===== config.mk =====
export PLATFORM = sky130hd
export DESIGN_NAME = container_packet_header_encoder
export DESIGN_NICKNAME = d
export VERILOG_FILES = /design/src/rtl/core/cphe_pkg.sv /design/src/rtl/core/container_packet_header_encoder.sv /design/src/rtl/core/cphe_hdr_build.sv
export SDC_FILE = /design/constraint.sdc
export NUM_CORES = 2
export LEC_CHECK = 0
export BUFFER_PORTS_ARGS = -buffer_cell sky130_fd_sc_hd__buf_4
export CAP_MARGIN = 20
export CORE_MARGIN = 3
export CORE_UTILIZATION = 50
export DETAILED_ROUTE_END_ITERATION = 12
export PLACE_DENSITY_LB_ADDON = 0.2
export SETUP_SLACK_MARGIN = 0.4
export SYNTH_ARGS = -nofsm -noshare
export SYNTH_HDL_FRONTEND = slang
export SYNTH_SLANG_ARGS = --single-unit

===== constraint.sdc =====
create_clock -name clk_i -period 15.65 [get_ports clk_i]
set_input_delay 2.3475 -clock clk_i [delete_from_list [all_inputs] [get_ports clk_i]]
set_output_delay 2.3475 -clock clk_i [all_outputs]
set_load 0.005 [all_outputs]

===== src/rtl/core/cphe_pkg.sv =====
// Shared types and constants of the container packet header encoder.
// No dependencies; imported by cphe_hdr_build and the top level.
`timescale 1ns / 1ps
package cphe_pkg;

  localparam int STREAM_COUNT  = 16;
  localparam int IDX_W         = $clog2(STREAM_COUNT);
  localparam int HDR_MAX_BYTES = 22;
  localparam int HDR_BITS      = HDR_MAX_BYTES * 8;
  localparam int CNT_W         = $clog2(HDR_MAX_BYTES + 1);
  localparam int PTS_W         = 40;
  localparam int LEN_W         = 48;
  localparam int SN_W          = 4;
  localparam int THR_W         = 16;
  localparam int MEM_W         = 2 * PTS_W + LEN_W;

  // Flag byte fields
  localparam logic [7:0] FLG_ID  = 8'h80;
  localparam logic [7:0] FLG_LEN = 8'h40;
  localparam logic [7:0] FLG_PTS = 8'h20;

  // Type and marker bytes
  localparam logic [7:0] TYPE_SEEK  = 8'h4B; // 'K'
  localparam logic [7:0] TYPE_KEY   = 8'h44; // 'D'
  localparam logic [7:0] TYPE_OTHER = 8'h64; // 'd'
  localparam logic [7:0] MARK_S     = 8'h53; // 'S'
  localparam logic [7:0] MARK_E     = 8'h45; // 'E'

  // Configuration register indexes
  localparam logic [1:0] CFG_DV_PRESENT = 2'd0;
  localparam logic [1:0] CFG_DV_ID      = 2'd1;
  localparam logic [1:0] CFG_THRESHOLD  = 2'd2;
  localparam logic [1:0] CFG_BASE_OFS   = 2'd3;

  // Stored and configured state seen by the header builder
  typedef struct packed {
    logic             first_done;
    logic             seek_seen;
    logic [PTS_W-1:0] last_seek_ms;
    logic [SN_W-1:0]  last_stream;
    logic             pts_known;
    logic             delta_known;
    logic [PTS_W-1:0] prior_pts;
    logic [PTS_W-1:0] prior_delta;
    logic [LEN_W-1:0] prior_length;
    logic             dv_present;
    logic [SN_W-1:0]  dv_id;
    logic [THR_W-1:0] threshold;
  } ctx_t;

  // Header builder decision
  typedef struct packed {
    logic [HDR_BITS-1:0] hdr;
    logic [CNT_W-1:0]    hlen;
    logic                seek;
    logic                delta_path;
    logic [PTS_W-1:0]    xpts;
  } hdr_t;

endpackage


===== src/rtl/core/container_packet_header_encoder.sv =====
// Top level of the container packet header encoder: input stage, per-stream
// history memory, header buffer and byte serialiser. Depends on cphe_pkg, cphe_hdr_build.
`timescale 1ns / 1ps
// One descriptor item in, its header out as 2 to 22 byte items, one per cycle
// while m_axis_tready holds, the final one with tlast; tuser marks a seek point
// and every byte carries the file offset of the header. An item waits in the
// input stage while the stream history memory is read, then is encoded as soon
// as the header buffer empties, and the next descriptor is accepted while the
// header bytes drain. No reset clearing pass: per-stream history is only read
// after the stream was written.
module container_packet_header_encoder (
  input  logic        clk_i,
  input  logic        rst_ni,
  input  logic        s_axis_tvalid,
  output logic        s_axis_tready,
  // stream_num[3:0], payload_length[51:4], pts_ms[91:52], zero pad
  input  logic [95:0] s_axis_tdata,
  // key_frame[0]
  input  logic [0:0]  s_axis_tuser,
  output logic        m_axis_tvalid,
  input  logic        m_axis_tready,
  // header_byte[7:0], packet_offset[55:8]
  output logic [55:0] m_axis_tdata,
  // seek_point[0]
  output logic [0:0]  m_axis_tuser,
  output logic        m_axis_tlast,
  input  logic        cfg_valid_i,
  output logic        cfg_ready_o,
  input  logic [1:0]  cfg_index_i,
  input  logic [47:0] cfg_data_i
);
  import cphe_pkg::*;

  // Configuration
  logic             dv_present_q;
  logic [SN_W-1:0]  dv_id_q;
  logic [THR_W-1:0] threshold_q;
  logic             cfg_wr;

  assign cfg_ready_o = 1'b1;
  assign cfg_wr      = cfg_valid_i && cfg_ready_o;

  // Scalar state and valid bits
  logic                    first_done_q, seek_seen_q;
  logic [PTS_W-1:0]        last_seek_q;
  logic [SN_W-1:0]         last_stream_q;
  logic [LEN_W-1:0]        wr_ofs_q;
  logic [STREAM_COUNT-1:0] pts_known_q, delta_known_q;

  // Input stage
  logic             s1_v_q;
  logic [SN_W-1:0]  s1_sn_q;
  logic [LEN_W-1:0] s1_len_q;
  logic             s1_key_q;
  logic [PTS_W-1:0] s1_pts_q;
  logic [IDX_W-1:0] s1_idx;

  // History memory {pts, delta, length} and forwarding
  logic [MEM_W-1:0] mem_q [STREAM_COUNT];
  logic [MEM_W-1:0] rdata_q, fwd_data_q, hist, wdata;
  logic             fwd_q;

  // Output buffer
  logic                ob_v_q, ob_seek_q;
  logic [HDR_BITS-1:0] ob_hdr_q;
  logic [CNT_W-1:0]    ob_cnt_q;
  logic [LEN_W-1:0]    ob_ofs_q;

  logic   in_acc, out_acc, buf_free, do_compute;
  logic [IDX_W-1:0] in_idx;
  ctx_t   ctx;
  hdr_t   res;

  assign in_idx     = s_axis_tdata[IDX_W-1:0];
  assign s1_idx     = s1_sn_q[IDX_W-1:0];
  assign out_acc    = m_axis_tvalid && m_axis_tready;
  assign buf_free   = !ob_v_q || (out_acc && m_axis_tlast);
  assign do_compute = s1_v_q && buf_free;
  assign s_axis_tready = !s1_v_q || do_compute;
  assign in_acc     = s_axis_tvalid && s_axis_tready;
  assign hist       = fwd_q ? fwd_data_q : rdata_q;

  // Gather the context for the header builder
  always_comb begin
    ctx.first_done   = first_done_q;
    ctx.seek_seen    = seek_seen_q;
    ctx.last_seek_ms = last_seek_q;
    ctx.last_stream  = last_stream_q;
    ctx.pts_known    = pts_known_q[s1_idx];
    ctx.delta_known  = delta_known_q[s1_idx];
    ctx.prior_pts    = hist[MEM_W-1 -: PTS_W];
    ctx.prior_delta  = hist[LEN_W +: PTS_W];
    ctx.prior_length = hist[LEN_W-1:0];
    ctx.dv_present   = dv_present_q;
    ctx.dv_id        = dv_id_q;
    ctx.threshold    = threshold_q;
  end

  cphe_hdr_build u_build (
    .sn_i  (s1_sn_q),
    .len_i (s1_len_q),
    .key_i (s1_key_q),
    .pts_i (s1_pts_q),
    .ctx_i (ctx),
    .res_o (res)
  );

  assign wdata = {s1_pts_q, (res.delta_path ? res.xpts : PTS_W'(0)), s1_len_q};

  // Hold the input item while its history is read
  always_ff @(posedge clk_i or negedge rst_ni) begin
    if (!rst_ni) begin
      s1_v_q <= 1'b0;
      fwd_q  <= 1'b0;
    end else begin
      if (in_acc) begin
        s1_v_q <= 1'b1;
        fwd_q  <= do_compute && (in_idx == s1_idx);
      end else if (do_compute) begin
        s1_v_q <= 1'b0;
      end
    end
  end

  always_ff @(posedge clk_i) begin
    if (in_acc) begin
      s1_sn_q    <= s_axis_tdata[3:0];
      s1_len_q   <= s_axis_tdata[51:4];
      s1_pts_q   <= s_axis_tdata[91:52];
      s1_key_q   <= s_axis_tuser[0];
      fwd_data_q <= wdata;
    end
  end

  // Read and write back the history memory
  always_ff @(posedge clk_i) begin
    if (do_compute) mem_q[s1_idx] <= wdata;
    if (in_acc)     rdata_q <= mem_q[in_idx];
  end

  // Update configuration and scalar state
  always_ff @(posedge clk_i or negedge rst_ni) begin
    if (!rst_ni) begin
      dv_present_q  <= 1'b0;
      dv_id_q       <= '0;
      threshold_q   <= THR_W'(1000);
      first_done_q  <= 1'b0;
      seek_seen_q   <= 1'b0;
      last_seek_q   <= '0;
      last_stream_q <= '0;
      wr_ofs_q      <= '0;
      pts_known_q   <= '0;
      delta_known_q <= '0;
    end else begin
      if (cfg_wr) begin
        unique case (cfg_index_i)
          CFG_DV_PRESENT: dv_present_q <= cfg_data_i[0];
          CFG_DV_ID:      dv_id_q      <= cfg_data_i[SN_W-1:0];
          CFG_THRESHOLD:  threshold_q  <= cfg_data_i[THR_W-1:0];
          CFG_BASE_OFS:   wr_ofs_q     <= cfg_data_i;
          default: ;
        endcase
      end
      if (do_compute) begin
        first_done_q  <= 1'b1;
        last_stream_q <= s1_sn_q;
        wr_ofs_q      <= wr_ofs_q + LEN_W'(res.hlen) + s1_len_q;
        if (res.seek) begin
          seek_seen_q <= 1'b1;
          last_seek_q <= s1_pts_q;
          pts_known_q <= STREAM_COUNT'(1) << s1_idx;
        end else begin
          pts_known_q[s1_idx] <= 1'b1;
        end
        delta_known_q[s1_idx] <= res.delta_path;
      end
    end
  end

  // Load the header buffer and shift out one byte per item
  always_ff @(posedge clk_i or negedge rst_ni) begin
    if (!rst_ni) begin
      ob_v_q   <= 1'b0;
      ob_cnt_q <= '0;
    end else begin
      if (do_compute) begin
        ob_v_q   <= 1'b1;
        ob_cnt_q <= res.hlen;
      end else if (out_acc) begin
        ob_v_q   <= !m_axis_tlast;
        ob_cnt_q <= ob_cnt_q - CNT_W'(1);
      end
    end
  end

  always_ff @(posedge clk_i) begin
    if (do_compute) begin
      ob_hdr_q  <= res.hdr;
      ob_seek_q <= res.seek;
      ob_ofs_q  <= wr_ofs_q;
    end else if (out_acc) begin
      ob_hdr_q <= ob_hdr_q >> 8;
    end
  end

  assign m_axis_tvalid = ob_v_q;
  assign m_axis_tdata  = {ob_ofs_q, ob_hdr_q[7:0]};
  assign m_axis_tuser  = ob_seek_q;
  assign m_axis_tlast  = (ob_cnt_q == CNT_W'(1));

`ifndef NO_ASSERTIONS
  a_cnt_nonzero: assert property (@(posedge clk_i) disable iff (!rst_ni)
    ob_v_q |-> (ob_cnt_q != '0) && (ob_cnt_q <= CNT_W'(HDR_MAX_BYTES)))
    else $error("header buffer count out of range");
  a_fwd_after_accept: assert property (@(posedge clk_i) disable iff (!rst_ni)
    (fwd_q && !$past(in_acc)) |-> $stable(fwd_q))
    else $error("forward flag changed without an accepted item");
  a_min_header: assert property (@(posedge clk_i) disable iff (!rst_ni)
    do_compute |=> (ob_cnt_q >= CNT_W'(2)))
    else $error("header shorter than two bytes");
  a_seek_clears: assert property (@(posedge clk_i) disable iff (!rst_ni)
    (do_compute && res.seek) |=> $onehot(pts_known_q))
    else $error("seek point left other streams known");
`endif

endmodule


===== src/rtl/core/cphe_hdr_build.sv =====
// Seek point decision and header byte assembly for one packet descriptor.
// Depends on cphe_pkg.
`timescale 1ns / 1ps
module cphe_hdr_build (
  input  logic [cphe_pkg::SN_W-1:0]  sn_i,
  input  logic [cphe_pkg::LEN_W-1:0] len_i,
  input  logic                       key_i,
  input  logic [cphe_pkg::PTS_W-1:0] pts_i,
  input  cphe_pkg::ctx_t             ctx_i,
  output cphe_pkg::hdr_t             res_o
);
  import cphe_pkg::*;

  logic             seek, want_abs, dv_ok, gap_ok;
  logic             len_f, pts_f, id_f, delta_path;
  logic [PTS_W-1:0] pts_gap, xpts;
  logic [1:0]       lcode, pcode;
  logic [7:0]       flg, typ;
  logic [CNT_W-1:0] lbytes, pbytes;

  // Decide the seek point and the field sizes
  always_comb begin
    pts_gap  = pts_i - ctx_i.last_seek_ms;
    gap_ok   = (pts_i >= ctx_i.last_seek_ms) && (pts_gap >= PTS_W'(ctx_i.threshold));
    dv_ok    = !ctx_i.dv_present || (sn_i == ctx_i.dv_id);
    seek     = !ctx_i.first_done || (key_i && dv_ok && (!ctx_i.seek_seen || gap_ok));
    want_abs = !ctx_i.pts_known || seek;

    if (len_i < LEN_W'(48'h100))             lcode = 2'd0;
    else if (len_i < LEN_W'(48'h10000))      lcode = 2'd1;
    else if (len_i < LEN_W'(48'h1_0000_0000)) lcode = 2'd2;
    else                                      lcode = 2'd3;
    len_f = !((len_i == ctx_i.prior_length) && !want_abs);

    delta_path = !want_abs && (pts_i >= ctx_i.prior_pts);
    xpts       = delta_path ? (pts_i - ctx_i.prior_pts) : pts_i;
    pts_f      = !(delta_path && ctx_i.delta_known && (xpts == ctx_i.prior_delta));

    if (xpts < PTS_W'(40'h100) && !want_abs)            pcode = 2'd0;
    else if (xpts < PTS_W'(40'h10000) && !want_abs)     pcode = 2'd1;
    else if (xpts < PTS_W'(40'h1_0000_0000))            pcode = 2'd2;
    else                                                pcode = 2'd3;

    id_f = !((sn_i == ctx_i.last_stream) && !want_abs);

    flg = {6'd0, pcode} << 2;
    if (len_f) flg = flg | FLG_LEN | {6'd0, lcode};
    if (pts_f) flg = flg | FLG_PTS;
    if (id_f)  flg = flg | FLG_ID;

    typ    = seek ? TYPE_SEEK : (key_i ? TYPE_KEY : TYPE_OTHER);
    lbytes = CNT_W'(1) << lcode;
    pbytes = CNT_W'(1) << pcode;
  end

  logic [HDR_BITS-1:0] hdr;
  logic [CNT_W-1:0]    pos;

  // Pack the header bytes, first byte lowest; field values fit their size codes
  always_comb begin
    hdr = '0;
    pos = '0;
    if (seek) begin
      hdr = HDR_BITS'({MARK_E, MARK_E, MARK_S});
      pos = CNT_W'(3);
    end
    hdr = hdr | (HDR_BITS'({flg, typ}) << {pos, 3'b000});
    pos = pos + CNT_W'(2);
    if (id_f) begin
      hdr = hdr | (HDR_BITS'({4'd0, sn_i}) << {pos, 3'b000});
      pos = pos + CNT_W'(1);
    end
    if (len_f) begin
      hdr = hdr | (HDR_BITS'(len_i) << {pos, 3'b000});
      pos = pos + lbytes;
    end
    if (pts_f) begin
      hdr = hdr | (HDR_BITS'(xpts) << {pos, 3'b000});
      pos = pos + pbytes;
    end
  end

  assign res_o.hdr        = hdr;
  assign res_o.hlen       = pos;
  assign res_o.seek       = seek;
  assign res_o.delta_path = delta_path;
  assign res_o.xpts       = xpts;

endmodule

==> reports/metrics.csv <==
metric;value;unit
path_class;reg2reg;
grtUsageMet3;4.67;%
avgViaCountPerCell;6.39;
pin_count;213;
synth_warnings;0;
synth-main-ff-cell;edfxtp_1;
die_h;493;microns
critPathArrivalTime;15.05;ns
yosys_register_bits;2777;
postCtsHoldBufs;0;
cts_resized;0;
antenna_found_initial;16;
rsz0062_at_grt;no;
wire_per_inst;31.4;microns
status;complete, no violations;
initial_core_util;50.4;%
cts_tree;built;
path_depth;54;
clock_skew;0.0831;ns
drc;0;
final_util;57.0;%
cts-htree-levels;5;
finalMaxSlewViolations;0;
startpoint;s1_pts_q[0];
path_max_fanout;18;
synth_edf_count;2622;
cap_violations;0;
grt_pass1_wl;477000;microns
r2r_start;s1_pts_q[0];
layout_commonest_cell;edfxtp_1;
coreArea;236000;sq um
synth-async-reset-ratio;5.58;%
clkSinkCount;2777;
portBuffers;207;
vias;67200;
fin_tns_setup;0;ns
max-vdd-ir-drop;0.119;mV
cp_slowest_stage_delay;0.78;ns
drt_iter0_drc;8221;
clock-root-buffer;clkbuf_16;
crit_family;compound AO/OA/AOI/OAI gates;
drive_above_1_share;22.6;%
finalSetupViolCount;0;
cp.required;16.49;ns
clk_path_buf_depth;4;
syn-num-nets;7116;
internal-power;0.0140;W
grt_pass1_vias;67400;
wl;331000;microns
grt-ovfl-total;0;
final_cell_mix;2622 x edfxtp_1, 639 x mux4_2, 427 x buf_4;
hp-class;reg2reg;
yosysSeqAreaShare;69.6;%
top_usage_layer;met2;
crit_buf_inv;7;
track_usage;27.0;%
timing.rr.end;wr_ofs_q[47];
dp_hpwl;198000;microns
gp_congestion;0.936;
crit_end;wr_ofs_q[47];
slowest_stage;edfxtp_1;
rows;178;
area_growth;13.2;%
netSwitchingPower;0.00548;W
tightest_slew;1.16;ns
firstDrtPassIters;6;
synth.area.top_cells;edfxtp_1 66%, mux4_2 12%, dfrtp_1 3.1%;
p_seq_share;44.5;%
syn_area;119000;sq um
cp-end-kind;flop;
ant_nets;0;
combPwrFrac;20.1;%
p_leak;45.8;nW
critPathLaunchType;flop;
nNetsFinal;7507;
synth.distinct_cells;94;
clk_pin_slew;0.06;ns
p_sw_share;28.2;%
grt_max_degree;118;
fmax;0.0704;GHz
period_share;90.8;%
syn_area_per_cell;17.6;sq um
cts_setup_buffers;0;
die-area;243000;sq um
worstSkewPairLatency;0.96;ns
use_met2;41.6;%
p_clk_share;35.4;%
r2r_setup_slack;1.44;ns
power_density;145;nW/um^2
chipWidth;493;microns
hold_viol;0;
reg2regPathDepth;54;
use_met1;39.3;%
yosysTopAreaCellShare;66.3;%
min_period;14.21;ns
synth_area_leader_cell;edfxtp_1;
slew_headroom;21.8;%
cts_made_buffers;308;
netlist_instances;6759;
per-layer routing:
layer	wire length, microns	part of all wire, %
met5	0	0
met4	12200	3.7
met1	138000	42
met3	26100	7.9
met2	154000	47
state kept, by name, summed over array words and instances (netlist names), 48 cells and up:
name and flops:
s1_len_q 48, rdata_q 128, ob_ofs_q 48, ob_hdr_q 176, wr_ofs_q 48, mem_q 2048
fwd_data_q 128
cells by family (layout without fill, tap and decap cells):
family	after synthesis	in the layout	share of synthesized area, %
AO/OA/AOI/OAI	1076	1076	5.85
XOR/XNOR	181	181	1.34
adder cells (fa/ha/maj)	205	205	2.22
buffers and inverters	501	1104	1.67
flip-flops	2777	2777	69.6
multiplexers	994	994	15.2
other	1	7	0.00316
AND/OR/NAND/NOR	1024	1024	4.11
cells in the mapped netlist (all sizes together), types with 31 or more instances:
master / instances
edfxtp: 2622
mux4: 639
nand2: 348
o21ai: 296
mux2i: 269
a21oi: 264
clkbuf: 240
nor2: 227
ha: 195
dfrtp: 149
inv: 130
buf: 128
xnor2: 101
mux2: 86
xor2: 80
a21o: 73
nor3: 71
nand3: 70
a211oi: 53
nand4: 53
and3: 43
nor2b: 40
nor4: 38
a31oi: 36
o221ai: 36
o31ai: 34
o22ai: 31
worst register-to-register path, delay by kind of cell (launching register included):
kind                     cells  cell delay (ns)
XOR/XNOR                     4             0.71
flip-flops                   1             0.78
buffers and inverters        7             1.30
adder cells (fa/ha/maj)      8             2.90
AND/OR/NAND/NOR             15             3.58
AO/OA/AOI/OAI               20             4.87
area by class of cell:
class,instances,area (sq um)
clock inverter,147,1310
timing repair buffer,449,3550
multi-input combinational,3481,34300
sequential,2777,82600
antenna,6,15.0
inverter,133,510
tap,3150,3940
fill,18000,101000
clock buffer,375,8120
worst min path at each step:
| stage | startpoint | endpoint | slack, ns | depth (start not counted) |
|---|---|---|---|---|
| CTS | wr_ofs_q[26] | ob_ofs_q[26] | 0.46 | 0 |
| detailed placement | pts_known_q[9] | pts_known_q[9] | 0.46 | 1 |
| global placement | pts_known_q[13] | pts_known_q[13] | 0.45 | 1 |
| floorplan | wr_ofs_q[0] | ob_ofs_q[0] | 0.44 | 0 |
| global route | wr_ofs_q[26] | ob_ofs_q[26] | 0.48 | 0 |
| finish | pts_known_q[9] | pts_known_q[9] | 0.47 | 1 |
power by group through the flow:
stage	clock network, W	logic (W)	registers (W)
3_3_place_gp	0	0.00380	0.00880
3_5_place_dp	0	0.00382	0.00881
6_report	0.00687	0.00391	0.00865
4_1_cts	0.00700	0.00384	0.00865
2_1_floorplan	0	0.00263	0.00881
5_1_grt	0.00728	0.00424	0.00867
through the flow:
step / hold WS, ns / cells / setup slack, ns / power, W / cell area [sq um]
floorplan: 0.441 / 6759 / 2.24 / 0.0114 / 119000
global placement: 0.454 / 9978 / 1.76 / 0.0126 / 125000
detailed placement: 0.461 / 9981 / 1.66 / 0.0126 / 125000
CTS: 0.465 / 10500 / 1.64 / 0.0195 / 134000
global route: 0.481 / 10500 / 0.540 / 0.0202 / 134000
finish: 0.471 / 10500 / 1.44 / 0.0194 / 134000
(Power assumes the default switching activity.)
